`src/hw/rtl/multilevel_priority_fifo_scheduler_macros.svh`:
```
// assertion macros for the scheduler
`ifndef MULTILEVEL_PRIORITY_FIFO_SCHEDULER_MACROS_SVH
`define MULTILEVEL_PRIORITY_FIFO_SCHEDULER_MACROS_SVH

// checked at every rising edge, quiet while reset is held
`define MPFS_ASSERT(label, prop, msg) \
    label: assert property (@(posedge clk) disable iff (!rst_n) (prop)) else $error(msg);

// implication form, antecedent and consequent in the same cycle
`define MPFS_ASSERT_IMP(label, ante, cons, msg) \
    label: assert property (@(posedge clk) disable iff (!rst_n) (ante) |-> (cons)) \
        else $error(msg);

`endif

```
`src/hw/rtl/mpfs_pkg.sv`:
```
package mpfs_pkg;

    localparam int NUM_LEVELS  = 4;
    localparam int LEVEL_DEPTH = 16;
    localparam int ID_BITS     = 8;
    localparam int SLICE_BASE  = 4;

    localparam int LVL_W   = 2;
    localparam int PID_W   = 8;
    localparam int SLICE_W = 3;
    localparam int PTR_W   = (LEVEL_DEPTH > 1) ? $clog2(LEVEL_DEPTH) : 1;
    localparam int CNT_W   = $clog2(LEVEL_DEPTH + 1);
    localparam int ADDR_W  = LVL_W + PTR_W;
    localparam int RAM_DEPTH = NUM_LEVELS << PTR_W;

    localparam logic OP_ADD  = 1'b0;
    localparam logic OP_NEXT = 1'b1;

    typedef logic [PTR_W-1:0] ptr_t;
    typedef logic [CNT_W-1:0] cnt_t;

    // what stage one carries towards the output register
    typedef struct packed {
        logic               is_next;
        logic               accepted;
        logic               granted;
        logic [SLICE_W-1:0] time_slice;
        logic               any_waiting;
    } result_meta_t;

endpackage

```
`src/hw/rtl/mpfs_ram.sv`:
```
module mpfs_ram #(
    parameter int WIDTH = 8,
    parameter int DEPTH = 64
) (
    input  logic                     clk,
    input  logic                     we,
    input  logic [$clog2(DEPTH)-1:0] waddr,
    input  logic [WIDTH-1:0]         wdata,
    input  logic                     re,
    input  logic [$clog2(DEPTH)-1:0] raddr,
    output logic [WIDTH-1:0]         rdata
);

    logic [WIDTH-1:0] mem [DEPTH];
    logic [WIDTH-1:0] rdata_reg;

    always_ff @(posedge clk)
    begin
        if (we)
        begin
            mem[waddr] <= wdata;
        end
        if (re)
        begin
            rdata_reg <= mem[raddr];
        end
    end

    assign rdata = rdata_reg;

endmodule

```
`src/hw/rtl/multilevel_priority_fifo_scheduler.sv`:
```
// Four-level priority FIFO scheduler. An add transfer (operation 0) appends
// process_id to the FIFO of level priority_req, or reports accepted 0 when
// that level already holds LEVEL_DEPTH entries. A next transfer (operation 1)
// removes the head of the lowest-numbered non-empty level and returns it with
// a time slice of 4 minus that level, or granted 0 when every level is empty.
// Every result reports any_waiting, whether any level still holds a process.
// One transfer is taken every cycle unless out_ready holds back the results;
// each result passes through stage one, holding the registered read of the shared
// entry RAM (4 x LEVEL_DEPTH identifiers, one port written, one read), then the
// output register. Results come back in order, one per input transfer.
`include "multilevel_priority_fifo_scheduler_macros.svh"

module multilevel_priority_fifo_scheduler (
    input  logic                        clk,
    input  logic                        rst_n,
    // input channel
    input  logic                        in_valid,
    output logic                        in_ready,
    input  logic                        operation,
    input  logic [mpfs_pkg::PID_W-1:0]  process_id,
    input  logic [mpfs_pkg::LVL_W-1:0]  priority_req,
    // result channel
    output logic                        out_valid,
    input  logic                        out_ready,
    output logic                        accepted,
    output logic                        granted,
    output logic [mpfs_pkg::PID_W-1:0]  granted_id,
    output logic [mpfs_pkg::SLICE_W-1:0] time_slice,
    output logic                        any_waiting
);

    // per level occupancy and ring pointers
    mpfs_pkg::cnt_t cnt_reg  [mpfs_pkg::NUM_LEVELS];
    mpfs_pkg::cnt_t cnt_next [mpfs_pkg::NUM_LEVELS];
    mpfs_pkg::ptr_t head_reg  [mpfs_pkg::NUM_LEVELS];
    mpfs_pkg::ptr_t head_next [mpfs_pkg::NUM_LEVELS];
    mpfs_pkg::ptr_t tail_reg  [mpfs_pkg::NUM_LEVELS];
    mpfs_pkg::ptr_t tail_next [mpfs_pkg::NUM_LEVELS];

    // stage one: decision taken, waiting for the ram read data
    logic                   s1_valid_reg;
    logic                   s1_valid_next;
    mpfs_pkg::result_meta_t s1_meta_reg;
    mpfs_pkg::result_meta_t s1_meta_next;

    // output register
    logic                           out_valid_reg;
    logic                           out_valid_next;
    logic                           accepted_reg;
    logic                           accepted_next;
    logic                           granted_reg;
    logic                           granted_next;
    logic [mpfs_pkg::PID_W-1:0]     granted_id_reg;
    logic [mpfs_pkg::PID_W-1:0]     granted_id_next;
    logic [mpfs_pkg::SLICE_W-1:0]   time_slice_reg;
    logic [mpfs_pkg::SLICE_W-1:0]   time_slice_next;
    logic                           any_waiting_reg;
    logic                           any_waiting_next;

    // entry ram
    logic                           ram_we;
    logic                           ram_re;
    logic [mpfs_pkg::ADDR_W-1:0]    ram_waddr;
    logic [mpfs_pkg::ADDR_W-1:0]    ram_raddr;
    logic [mpfs_pkg::ID_BITS-1:0]   ram_wdata;
    logic [mpfs_pkg::ID_BITS-1:0]   ram_rdata;

    logic                           in_xfer;
    logic                           s1_adv;
    logic                           sel_found;
    logic [mpfs_pkg::LVL_W-1:0]     sel_lvl;
    logic [31:0]                    pid_wide;
    logic [31:0]                    rdata_wide;

    mpfs_ram #(
        .WIDTH (mpfs_pkg::ID_BITS),
        .DEPTH (mpfs_pkg::RAM_DEPTH)
    ) u_entry_ram (
        .clk   (clk),
        .we    (ram_we),
        .waddr (ram_waddr),
        .wdata (ram_wdata),
        .re    (ram_re),
        .raddr (ram_raddr),
        .rdata (ram_rdata)
    );

    // stage one moves on when the output register is empty or being drained
    assign s1_adv   = !out_valid_reg || out_ready;
    assign in_ready = !s1_valid_reg || s1_adv;
    assign in_xfer  = in_valid && in_ready;

    // identifiers are kept to ID_BITS bits in the store, 8 bits on the way out
    assign pid_wide   = 32'(process_id);
    assign ram_wdata  = pid_wide[mpfs_pkg::ID_BITS-1:0];
    assign rdata_wide = 32'(ram_rdata);

    // fixed priority pick: lowest-numbered level with something queued
    always_comb
    begin
        sel_found = 1'b0;
        sel_lvl   = '0;
        for (int lv = mpfs_pkg::NUM_LEVELS - 1; lv >= 0; lv--)
        begin
            if (cnt_reg[lv] != '0)
            begin
                sel_found = 1'b1;
                sel_lvl   = mpfs_pkg::LVL_W'(lv);
            end
        end
    end

    // queue bookkeeping for the transfer taken this cycle
    always_comb
    begin
        for (int lv = 0; lv < mpfs_pkg::NUM_LEVELS; lv++)
        begin
            cnt_next[lv]  = cnt_reg[lv];
            head_next[lv] = head_reg[lv];
            tail_next[lv] = tail_reg[lv];
        end
        ram_we       = 1'b0;
        ram_re       = 1'b0;
        ram_waddr    = {priority_req, tail_reg[priority_req]};
        ram_raddr    = {sel_lvl, head_reg[sel_lvl]};
        s1_meta_next = '0;

        if (in_xfer)
        begin
            case (operation)
                mpfs_pkg::OP_ADD:
                begin
                    // refused when the level is full
                    if (cnt_reg[priority_req] != mpfs_pkg::CNT_W'(mpfs_pkg::LEVEL_DEPTH))
                    begin
                        ram_we = 1'b1;
                        if (tail_reg[priority_req]
                            == mpfs_pkg::PTR_W'(mpfs_pkg::LEVEL_DEPTH - 1))
                        begin
                            tail_next[priority_req] = '0;
                        end
                        else
                        begin
                            tail_next[priority_req] = tail_reg[priority_req] + 1'b1;
                        end
                        cnt_next[priority_req] = cnt_reg[priority_req] + 1'b1;
                        s1_meta_next.accepted  = 1'b1;
                    end
                end
                mpfs_pkg::OP_NEXT:
                begin
                    s1_meta_next.is_next = 1'b1;
                    if (sel_found)
                    begin
                        ram_re = 1'b1;
                        if (head_reg[sel_lvl]
                            == mpfs_pkg::PTR_W'(mpfs_pkg::LEVEL_DEPTH - 1))
                        begin
                            head_next[sel_lvl] = '0;
                        end
                        else
                        begin
                            head_next[sel_lvl] = head_reg[sel_lvl] + 1'b1;
                        end
                        cnt_next[sel_lvl]       = cnt_reg[sel_lvl] - 1'b1;
                        s1_meta_next.granted    = 1'b1;
                        s1_meta_next.time_slice = mpfs_pkg::SLICE_W'(mpfs_pkg::SLICE_BASE)
                                                  - mpfs_pkg::SLICE_W'(sel_lvl);
                    end
                end
                default:
                begin
                    s1_meta_next = '0;
                end
            endcase
        end

        // occupancy after this step
        for (int lv = 0; lv < mpfs_pkg::NUM_LEVELS; lv++)
        begin
            if (cnt_next[lv] != '0)
            begin
                s1_meta_next.any_waiting = 1'b1;
            end
        end
    end

    // pipeline advance
    always_comb
    begin
        if (in_ready)
        begin
            s1_valid_next = in_xfer;
        end
        else
        begin
            s1_valid_next = s1_valid_reg;
        end

        out_valid_next   = out_valid_reg;
        accepted_next    = accepted_reg;
        granted_next     = granted_reg;
        granted_id_next  = granted_id_reg;
        time_slice_next  = time_slice_reg;
        any_waiting_next = any_waiting_reg;

        if (s1_adv)
        begin
            out_valid_next   = s1_valid_reg;
            accepted_next    = s1_meta_reg.accepted;
            granted_next     = s1_meta_reg.granted;
            time_slice_next  = s1_meta_reg.time_slice;
            any_waiting_next = s1_meta_reg.any_waiting;
            // ram data belongs to this item only when it was granted
            if (s1_meta_reg.granted)
            begin
                granted_id_next = rdata_wide[mpfs_pkg::PID_W-1:0];
            end
            else
            begin
                granted_id_next = '0;
            end
        end
    end

    // control state
    always_ff @(posedge clk or negedge rst_n)
    begin
        if (!rst_n)
        begin
            for (int lv = 0; lv < mpfs_pkg::NUM_LEVELS; lv++)
            begin
                cnt_reg[lv]  <= '0;
                head_reg[lv] <= '0;
                tail_reg[lv] <= '0;
            end
            s1_valid_reg  <= 1'b0;
            out_valid_reg <= 1'b0;
        end
        else
        begin
            for (int lv = 0; lv < mpfs_pkg::NUM_LEVELS; lv++)
            begin
                cnt_reg[lv]  <= cnt_next[lv];
                head_reg[lv] <= head_next[lv];
                tail_reg[lv] <= tail_next[lv];
            end
            s1_valid_reg  <= s1_valid_next;
            out_valid_reg <= out_valid_next;
        end
    end

    // payload, no reset needed
    always_ff @(posedge clk)
    begin
        if (in_ready)
        begin
            s1_meta_reg <= s1_meta_next;
        end
        accepted_reg    <= accepted_next;
        granted_reg     <= granted_next;
        granted_id_reg  <= granted_id_next;
        time_slice_reg  <= time_slice_next;
        any_waiting_reg <= any_waiting_next;
    end

    assign out_valid   = out_valid_reg;
    assign accepted    = accepted_reg;
    assign granted     = granted_reg;
    assign granted_id  = granted_id_reg;
    assign time_slice  = time_slice_reg;
    assign any_waiting = any_waiting_reg;

    // an item never both stores and grants
    `MPFS_ASSERT_IMP(a_excl_result, s1_valid_reg, !(s1_meta_reg.accepted && s1_meta_reg.granted), "add and grant in one result")

    // a grant always carries a non-zero quantum
    `MPFS_ASSERT_IMP(a_grant_slice, s1_valid_reg && s1_meta_reg.granted, s1_meta_reg.time_slice != '0, "grant without time slice")

    // a refused next means every level was empty, so nothing can still wait
    `MPFS_ASSERT_IMP(a_empty_next, s1_valid_reg && s1_meta_reg.is_next && !s1_meta_reg.granted, !s1_meta_reg.any_waiting, "empty next reports waiting process")

    // level occupancy stays within the ring
    `MPFS_ASSERT(a_cnt_bound, (cnt_reg[0] <= mpfs_pkg::CNT_W'(mpfs_pkg::LEVEL_DEPTH)) && (cnt_reg[1] <= mpfs_pkg::CNT_W'(mpfs_pkg::LEVEL_DEPTH)) && (cnt_reg[2] <= mpfs_pkg::CNT_W'(mpfs_pkg::LEVEL_DEPTH)) && (cnt_reg[3] <= mpfs_pkg::CNT_W'(mpfs_pkg::LEVEL_DEPTH)), "level count beyond depth")

endmodule
```
`config.mk`:
```
export PLATFORM = sky130hd
export DESIGN_NAME = multilevel_priority_fifo_scheduler
export DESIGN_NICKNAME = d
export VERILOG_FILES = /design/src/hw/rtl/mpfs_pkg.sv /design/src/hw/rtl/mpfs_ram.sv /design/src/hw/rtl/multilevel_priority_fifo_scheduler.sv
export VERILOG_INCLUDE_DIRS = /design/src /design/src/hw/rtl
export SDC_FILE = /design/constraint.sdc
export NUM_CORES = 1
export LEC_CHECK = 0
export BUFFER_PORTS_ARGS = -buffer_cell sky130_fd_sc_hd__buf_2
export CELL_PAD_IN_SITES_DETAIL_PLACEMENT = 2
export CELL_PAD_IN_SITES_GLOBAL_PLACEMENT = 2
export CORE_MARGIN = 2
export CORE_UTILIZATION = 30
export CTS_CLUSTER_DIAMETER = 100
export DETAILED_ROUTE_END_ITERATION = 10
export GPL_TIMING_DRIVEN = 0
export HOLD_SLACK_MARGIN = 0.02
export MAX_ROUTING_LAYER = met4
export PLACE_DENSITY_LB_ADDON = 0.3
export SETUP_SLACK_MARGIN = 0.4
export SLEW_MARGIN = 5
export SYNTH_ARGS = -nofsm -noshare
export SYNTH_HDL_FRONTEND = slang
export SYNTH_SLANG_ARGS = --single-unit
export TNS_END_PERCENT = 100
```
`constraint.sdc`:
```
create_clock -name clk -period 11.6 [get_ports clk]
set_input_delay 2.32 -clock clk [delete_from_list [all_inputs] [get_ports clk]]
set_output_delay 2.32 -clock clk [all_outputs]
set_load 0.05 [all_outputs]
```
# Word level (Yosys, flattened, before mapping)

Memory sizes are Yosys's and may differ from the RTL's. A register that Yosys moved wholly into a read port is not among the register bits.
Cells that the tools add are included.
Widths: inputs -> output; s select.

Bits in registers: 74
Bits in writable memories: 512
Bits of input ports: 15
Output and inout bits: 16
Logic and storage cells: 109
Memories kept: 1

Memory list:

| memory          | words | width | rd ports | clocked after Yosys merged registers in | write ports | line           | text |
|---|---|---|---|---|---|---|---|
| u_entry_ram.mem | 64    | 8     | 1        | 1                                       | 1           | mpfs_ram.sv:14 | `logic [WIDTH-1:0] mem [DEPTH];` |

$add $sub $neg: 5
Magnitude comparators: 4
Equality and inequality tests: 3
Mux-type cells: 47
Bitwise logic cells: 7
Reduce and logical (&&, ||, !) cells: 19

Operator list:

| operator            | number |
|---|---|
| $mux 20             | 3 |
| $bwmux 20           | 2 |
| $pmux 20 s2         | 1 |
| $reduce_bool 5->1   | 8 |
| $and 16x16->16      | 2 |
| $bwmux 16           | 2 |
| $mux 16             | 2 |
| $not 16->16         | 2 |
| $mux 5              | 6 |
| $mux 4              | 7 |
| $bmux 5 s2          | 2 |
| $demux 5 s2         | 2 |
| $bmux 4 s2          | 2 |
| $demux 4 s2         | 2 |
| $mux 1              | 12 |
| $add 4x1->4 const B | 2 |
| $eq 4x4->1 const B  | 2 |
| $mux 2              | 4 |
| $ge 3x3->1 const B  | 2 |
| $lt 3x1->1 const B  | 2 |
| $not 2->3           | 2 |
| $reduce_and 3->1    | 2 |
| $add 5x1->5 const B | 1 |
| $ne 5x5->1 const B  | 1 |
| other kinds (8)     | 12 |

# Logic depth before layout (Yosys ltp)

Gate-level depths: netlist (run 1).

Depth in word-level cells: 16
Mapped depth: 16
Depth with buffers taken out: 16

# Modules after synthesis

A second synthesis (run 1) with hierarchy kept.

Cell total of the unflattened synthesis: 1355
Area, all modules: 24496.0 µm²

By module, submodules not included:

| module                             | times used | cells each | area each (µm²) | seq. area each (µm²) |
|---|---|---|---|---|
| mpfs_ram                           | 1          | 940        | 20246.9         | 15615.0 |
| multilevel_priority_fifo_scheduler | 1          | 415        | 4249.1          | 1951.9 |

# Worst setup path before layout (run 1)

OpenSTA, ideal clock, no wires.

Path kind: input to register
Start: input out_ready
End: register s1_meta_reg[0] (netlist bit) (data pin)
Library setup time: 0.269 ns
Arrival: 5.867 ns
Data required time: 11.331 ns
Slack: 5.464 ns
Stages: 10
Path buffers: 1
Cells stage by stage: nand3b_1 nand2_1 clkbuf_1 a211oi_1 nand3_1 o221a_2 or3b_2 or4_1 nor3_1 nand4_1

RTL lines:

| item                   | line                                      | text |
|---|---|---|
| start: declaration     | multilevel_priority_fifo_scheduler.sv:24  | `input logic out_ready,` |
| end signal: assignment | multilevel_priority_fifo_scheduler.sv:258 | `s1_meta_reg <= s1_meta_next;` |
| end: declaration       | multilevel_priority_fifo_scheduler.sv:43  | `mpfs_pkg::result_meta_t s1_meta_reg;` |

# Final worst setup path (run 1)

Start: input priority_req[0] (netlist bit)
End: memory u_entry_ram.mem[21][7], enable pin

Longest elaborated chain between the ends: 10
Elaborated cells on any way between the ends: 13
Classes of those cells: eq/ne (1); mux (11); bitwise (1)

RTL lines:

| item                                       | line                                                                                 | text |
|---|---|---|
| start: declaration                         | multilevel_priority_fifo_scheduler.sv:21                                             | `input logic [mpfs_pkg::LVL_W-1:0] priority_req,` |
| $not 2->3 (not written as such)            | multilevel_priority_fifo_scheduler.sv:124, multilevel_priority_fifo_scheduler.sv:134 |  |
| $bmux 5 s2                                 | multilevel_priority_fifo_scheduler.sv:134                                            | `if (cnt_reg[priority_req] != mpfs_pkg::CNT_W'(mpfs_pkg::LEVEL_DEPTH))` |
| $mux 5 (not written as such) (2 in series) | multilevel_priority_fifo_scheduler.sv:134                                            |  |
| $ne 5x5->1                                 | multilevel_priority_fifo_scheduler.sv:134                                            |  |
| $mux 1                                     | multilevel_priority_fifo_scheduler.sv:134                                            |  |
| $mux 1                                     | n/a                                                                                  |  |
| $mux 1                                     | multilevel_priority_fifo_scheduler.sv:128                                            | `if (in_xfer)` |
| $mux 1                                     | mpfs_ram.sv:19                                                                       | `if (we)` |
| $mux 1 (not written as such)               | mpfs_ram.sv:21                                                                       | `mem[waddr] <= wdata;` |
| end: declaration                           | mpfs_ram.sv:14                                                                       |  |

Parallel ways exist; a longest one is shown, timed or not. The select of a mux whose other input is x is not followed.

==> results.json, run 1 <==
{
  "status": "finished, final reports clean",
  "rr_worst_depth": 15,
  "htree_levels": 3,
  "path_class": "in -> reg",
  "overflow": 0,
  "r2r_end": "s1_meta_reg[0]$_SDFFCE_PP1N_",
  "hold_viol": 0,
  "vias": 16200,
  "rows": 105,
  "ant_nets": 0,
  "cp_max_fo": 9,
  "switchingPower_w": 0.00277,
  "antenna_found_initial": 2,
  "wirelength_um": 81900,
  "syn_to_final_growth_pct": 14.8,
  "whs_endpoint": "time_slice[1]$_DFFE_PP_",
  "cts_buffer_depth": 3,
  "yosysTopAreaCellShare": 0.651,
  "multiInputGateArea_um2": 6670,
  "ctsResizeCount": 0,
  "ys_top_cells_by_area": "edfxtp_1 (65%), dfrtp_1 (5.4%), nand2_1 (5.1%)",
  "dpl.hpwl_um": 54200,
  "period_minus_slack_ns": 6.12,
  "p_per_area_nw_per_um2": 248,
  "die_width_um": 292,
  "antenna_cells": 0,
  "required_ns": 11.83,
  "postSynthAreaPerCell_um2": 13.7,
  "fmax_mhz": 163,
  "hold_class": "reg -> reg",
  "ir_worst_vdd_mv": 0.103,
  "min_from": "s1_meta_reg[2]$_SDFFCE_PN0N_",
  "synth_seq_cells": 594,
  "synthFlopType": "edfxtp_1",
  "final_nets": 1940,
  "ioPinCount": 31,
  "dr.pass1.iters": 7,
  "seq_area_um2": 17600,
  "grt_pass1_wl_um": 121000,
  "netlist_area_um2": 24900,
  "gp_congestion": 0.883,
  "nFillCells": 8322,
  "swShare": 0.390,
  "synth_cell_type_count": 69,
  "finalSetupTns_ns": 0,
  "viasPerCell": 5.33,
  "cts_tree": "done",
  "post-cts-setup-buffers": 0,
  "port_buffers": 28,
  "drv_cap": 0,
  "clkPwrFrac": 0.291,
  "setup.worst_path.start_class": "input pin",
  "start_util": 0.303,
  "hold_depth": 0,
  "wl_per_cell_um": 26.9,
  "grt_usage": 0.198,
  "insertion_delay_ns": 0.64,
  "slew_violations": 0,
  "relSlewSlack": 0.138,
  "drt_iter0_markers": 1323,
  "utilization": 0.348,
  "crit_arrival_ns": 6.35,
  "coreArea_um2": 82100,
  "grt_max_degree": 65,
  "ys_seq_area_frac": 0.705,
  "synth_edf_count": 540,
  "cp-startpoint": "priority_req[0]",
  "die_area_um2": 85400,
  "r2r-start": "cnt_reg[10]$_DFF_PN0_",
  "ys_async_sr_fraction": 0.0909,
  "p_int_w": 0.00433,
  "end_kind": "flop",
  "p_leak_nw": 9.95,
  "worst_pin_slew_ns": 1.29,
  "rsz0062_at_grt": "false",
  "synth_fp_nets": 1839,
  "rrSetupSlack_ns": 5.92,
  "total_power_w": 0.00710,
  "cts_root_buf": "clkbuf_16",
  "pwr-share-comb": 0.353,
  "seqPwrFrac": 0.356,
  "drc_errors": 0,
  "largest_register_ff_count": 512,
  "grt_pass1_vias": 17700,
  "drive_gt1_frac": 0.109,
  "cts_buffers": 67,
  "clock_sinks": 594,
  "syn_inst": 1815,
  "finalSetupViolCount": 0,
  "ys_warn_count": 0,
  "synth_area_leader_cell": "edfxtp_1",
  "clkTransAtPathRegs_ns": 0.06,
  "holdBufCountCts": 0,
  "period_share": 0.527,
  "die_h_um": 292,
  "skew_ns": 0.0347
}
-- per-layer routing --
layer / vias up / routed length (um) / track usage
li1: 7189 / - / -
met1: 8488 / 35900 / 0.256
met2: 415 / 39600 / 0.322
met3: 118 / 4010 / 0.0286
met4: 0 / 2340 / 0.0647
met5: - / 0 / -
-- power by group through the flow --
stage          clock network, W  logic [W]  registers (W)
6_report                0.00207    0.00250        0.00253
5_1_grt                 0.00220    0.00269        0.00254
4_1_cts                 0.00212    0.00251        0.00253
3_5_place_dp                  0    0.00249        0.00257
3_3_place_gp                  0    0.00242        0.00257
2_1_floorplan                 0    0.00147        0.00256
-- worst max-delay path: stages --
cell	delay, ns
buf_4	0.18
mux4_2	0.43
inv_1	0.06
ha_1	0.18
and4bb_1	0.21
buf_6	0.14
or3_1	0.30
buf_2	0.18
nor3_1	0.87
nand2_1	0.65
nor2_1	0.82
-- per-stage QoR --
| step | std cells | cell area [um^2] | worst slack, ns | hold WS (ns) |
|---|---|---|---|---|
| after CTS | 3039 | 28600 | 5.56 | 0.424 |
| after floorplan | 1815 | 24900 | 5.46 | 0.400 |
| after global placement | 2913 | 26400 | 4.39 | 0.402 |
| after global routing | 3039 | 28600 | 5.35 | 0.434 |
| after detailed placement | 2917 | 26500 | 4.94 | 0.410 |
| final | 3039 | 28600 | 5.48 | 0.423 |
-- Yosys cell counts, drive strengths merged (2+ instances only) --
library cell / count
a211oi: 88
a21o: 4
a21oi: 39
a221oi: 2
a22oi: 2
a311oi: 80
a31oi: 19
a32oi: 16
and2: 17
and3: 83
buf: 60
clkbuf: 60
dfrtp: 54
edfxtp: 540
ha: 9
inv: 16
mux2: 3
mux2i: 90
mux4: 8
nand2: 338
nand2b: 8
nand3: 43
nand3b: 2
nand4: 5
nor2: 89
nor2b: 3
nor3: 10
nor4: 12
o21a: 2
o21ai: 44
o221a: 2
o221ai: 8
o22ai: 2
o31ai: 10
o41ai: 8
or2: 3
or3: 11
or3b: 2
or4: 4
xnor2: 3
xor2: 6
-- cells in the final DEF (no fill, tap or decap), types with 11 or more instances in the layout --
master     instances
clkinv_1          12
buf_4             20
and2_1            17
a32oi_1           16
a21oi_1           39
a31oi_1           19
buf_6             13
and3_1            83
nand2_1          337
edfxtp_1         540
o21ai_0           41
or3_1             11
a311oi_1          78
inv_1             13
a211oi_1          87
mux2i_1           90
nor2_1            87
dfrtp_1           54
clkbuf_1          76
nand3_1           43
buf_2             52
clkbuf_16         67
-- how the worst max path moves through the flow --
stage	end	cells past startpoint
floorplan	s1_meta_reg[0]$_SDFFCE_PP1N_	10
global placement	s1_meta_reg[0]$_SDFFCE_PP1N_	11
detailed placement	u_entry_ram.mem[21][5]$_DFFE_PP_	11
CTS	u_entry_ram.mem[21][2]$_DFFE_PP_	11
global route	u_entry_ram.mem[21][2]$_DFFE_PP_	11
finish	u_entry_ram.mem[21][7]$_DFFE_PP_	11
-- layout make-up --
class | count | area share
sequential | 594 | 0.614
multi-input combinational | 1085 | 0.233
clock buffer | 86 | 0.0611
tap | 1070 | 0.0468
buffer | 120 | 0.0218
clock inverter | 36 | 0.0126
timing repair buffer | 32 | 0.00827
inverter | 16 | 0.00210
-- cells by family (layout without fill, tap and decap cells) --
group                    Yosys count  after routing  share of synthesized area
buffers and inverters            136            290                     0.0274
AO/OA/AOI/OAI                    333            333                     0.0981
adder cells (fa/ha/maj)            9              9                    0.00452
XOR/XNOR                           9              9                    0.00316
flip-flops                       594            594                      0.705
AND/OR/NAND/NOR                  633            633                      0.117
multiplexers                     101            101                     0.0449
Power figures use the tool's default switching activity.
==> run 2: changes to the inputs <==
clock period = 5.3 ns   (was 11.6 ns; I/O delays follow)
==> results.json, run 2 (synthesis gave the netlist of run 1 again) <==
{
  "status": "finished, final reports clean",
  "relSlewSlack": 0.0903,
  "ioPinCount": 31,
  "grt_usage": 0.199,
  "insertion_delay_ns": 0.63,
  "hold_class": "reg -> reg",
  "rows": 105,
  "hold_depth": 0,
  "slew_violations": 0,
  "overflow": 0,
  "dpl_cell_area_um2": 26500,
  "fmax_mhz": 204,
  "antenna_found_initial": 2,
  "dpl.hpwl_um": 54200,
  "port_buffers": 28,
  "hold_slack_ns": 0.420,
  "cp_max_fo": 9,
  "final_cell_count_no_fill": 3048,
  "setup.worst_path.start_class": "input pin",
  "vias": 16300,
  "antenna_cells": 0,
  "die_h_um": 292,
  "worst_pin_slew_ns": 1.36,
  "dr.pass1.iters": 5,
  "drc_errors": 0,
  "rsz0062_at_grt": "true",
  "drv_cap": 0,
  "period_minus_slack_ns": 4.90,
  "crit_arrival_ns": 5.14,
  "wl_per_cell_um": 26.9,
  "ir_worst_vdd_mv": 0.220,
  "placed_cells": 2917,
  "cts_buffers": 67,
  "drive_gt1_frac": 0.140,
  "cts_tree": "done",
  "grt_max_degree": 65,
  "die_area_um2": 85400,
  "cts_root_buf": "clkbuf_16",
  "viasPerCell": 5.34,
  "htree_levels": 3,
  "required_ns": 5.54,
  "final_nets": 1949,
  "final_area_um2": 28900,
  "drt_iter0_markers": 1285,
  "grt_pass1_vias": 17800,
  "syn_to_final_growth_pct": 16.2,
  "start_util": 0.303,
  "finalSetupViolCount": 0,
  "cts_buffer_depth": 3,
  "wirelength_um": 82000,
  "period_share": 0.924,
  "gp_congestion": 0.883,
  "die_width_um": 292,
  "hold_viol": 0,
  "final_common_cell": "edfxtp_1",
  "largest_register_ff_count": 512,
  "clkTransAtPathRegs_ns": 0.06,
  "p_per_area_nw_per_um2": 544,
  "coreArea_um2": 82100,
  "clock_sinks": 594,
  "worst_slack_ns": 0.403,
  "p_leak_nw": 10.1,
  "end_kind": "flop",
  "dpl_worst_slack_ns": -0.311,
  "holdBufCountCts": 0,
  "finalSetupTns_ns": 0,
  "grt_pass1_wl_um": 122000,
  "path_class": "in -> reg",
  "ant_nets": 0,
  "skew_ns": 0.0299,
  "final_cell_mix": "edfxtp_1 (540), nand2_1 (336), mux2i_1 (90)",
  "rr_worst_depth": 13
}
run 2: cell types whose count changed in the layout (fill, tap and decap cells not counted), moves of 5 or more:
cell and delta:
buf_4 +11, clkbuf_1 -10, clkbuf_2 +10, a311oi_1 -9
a311oi_2 +9, nor2_1 -7, nor2_2 +6, o31ai_1 -6
o31ai_2 +6, a211oi_1 -5, a211oi_2 +5
run 2: per-layer routing:
| layer | routed length (um) | GRT usage | share of wire | up-vias |
|---|---|---|---|---|
| li1 | - | - | - | 7205 |
| met1 | 36200 | 0.255 | 0.44 | 8519 |
| met2 | 39700 | 0.324 | 0.48 | 426 |
| met3 | 3590 | 0.0291 | 0.044 | 115 |
| met4 | 2470 | 0.0632 | 0.030 | 0 |
| met5 | 0 | - | 0 | - |
run 2: final cells by class:
class	instances	area, um^2
tap	1070	1340
multi-input combinational	1085	6920
clock buffer	86	1750
inverter	16	62.6
buffer	120	647
timing repair buffer	41	304
clock inverter	36	359
sequential	594	17600
fill	8299	53200
run 2: critical path, stage by stage:
cell and delay, ns:
buf_4 0.18, mux4_2 0.43, inv_1 0.06, ha_1 0.18, and4bb_1 0.21, buf_6 0.14
or3_1 0.30, buf_2 0.18, nor3_1 0.88, nand2_1 0.72, nor2_1 0.78
run 2: final timing paths:
check	start	end	slack [ns]
max reg2reg	cnt_reg[15]$_DFF_PN0_	u_entry_ram.rdata[3]$_DFFE_PP_	0.48
min in group asynchronous	rst_n	cnt_reg[10]$_DFF_PN0_	0.51
max in group asynchronous	rst_n	tail_reg[7]$_DFFE_PN0P_	4.24
min reg2reg	s1_meta_reg[2]$_SDFFCE_PN0N_	time_slice[1]$_DFFE_PP_	0.42
max	priority_req[0]	u_entry_ram.mem[31][3]$_DFFE_PP_	0.40
min	s1_meta_reg[2]$_SDFFCE_PN0N_	time_slice[1]$_DFFE_PP_	0.42
run 2: power by group:
part / internal (W) / switching [W] / total, W
clock: 0.00256 / 0.00197 / 0.00452
sequential: 0.00536 / 0.000181 / 0.00554
combinational: 0.00167 / 0.00402 / 0.00569
run 2: per-stage QoR:
stage                     power, W  utilization
after floorplan            0.00881            -
after global placement      0.0109        0.321
after detailed placement    0.0111        0.323
after CTS                   0.0158        0.350
after global routing        0.0165        0.353
final                       0.0158        0.353
run 2: repair_timing:
| action | in CTS | in global routing |
|---|---|---|
| buffers inserted | 4 | 5 |
| setup endpoints to repair | 9 | 105 |
| pin swaps | 2 | 3 |
| hold endpoints to repair | 0 | 0 |
| gates resized for setup | 28 | 41 |
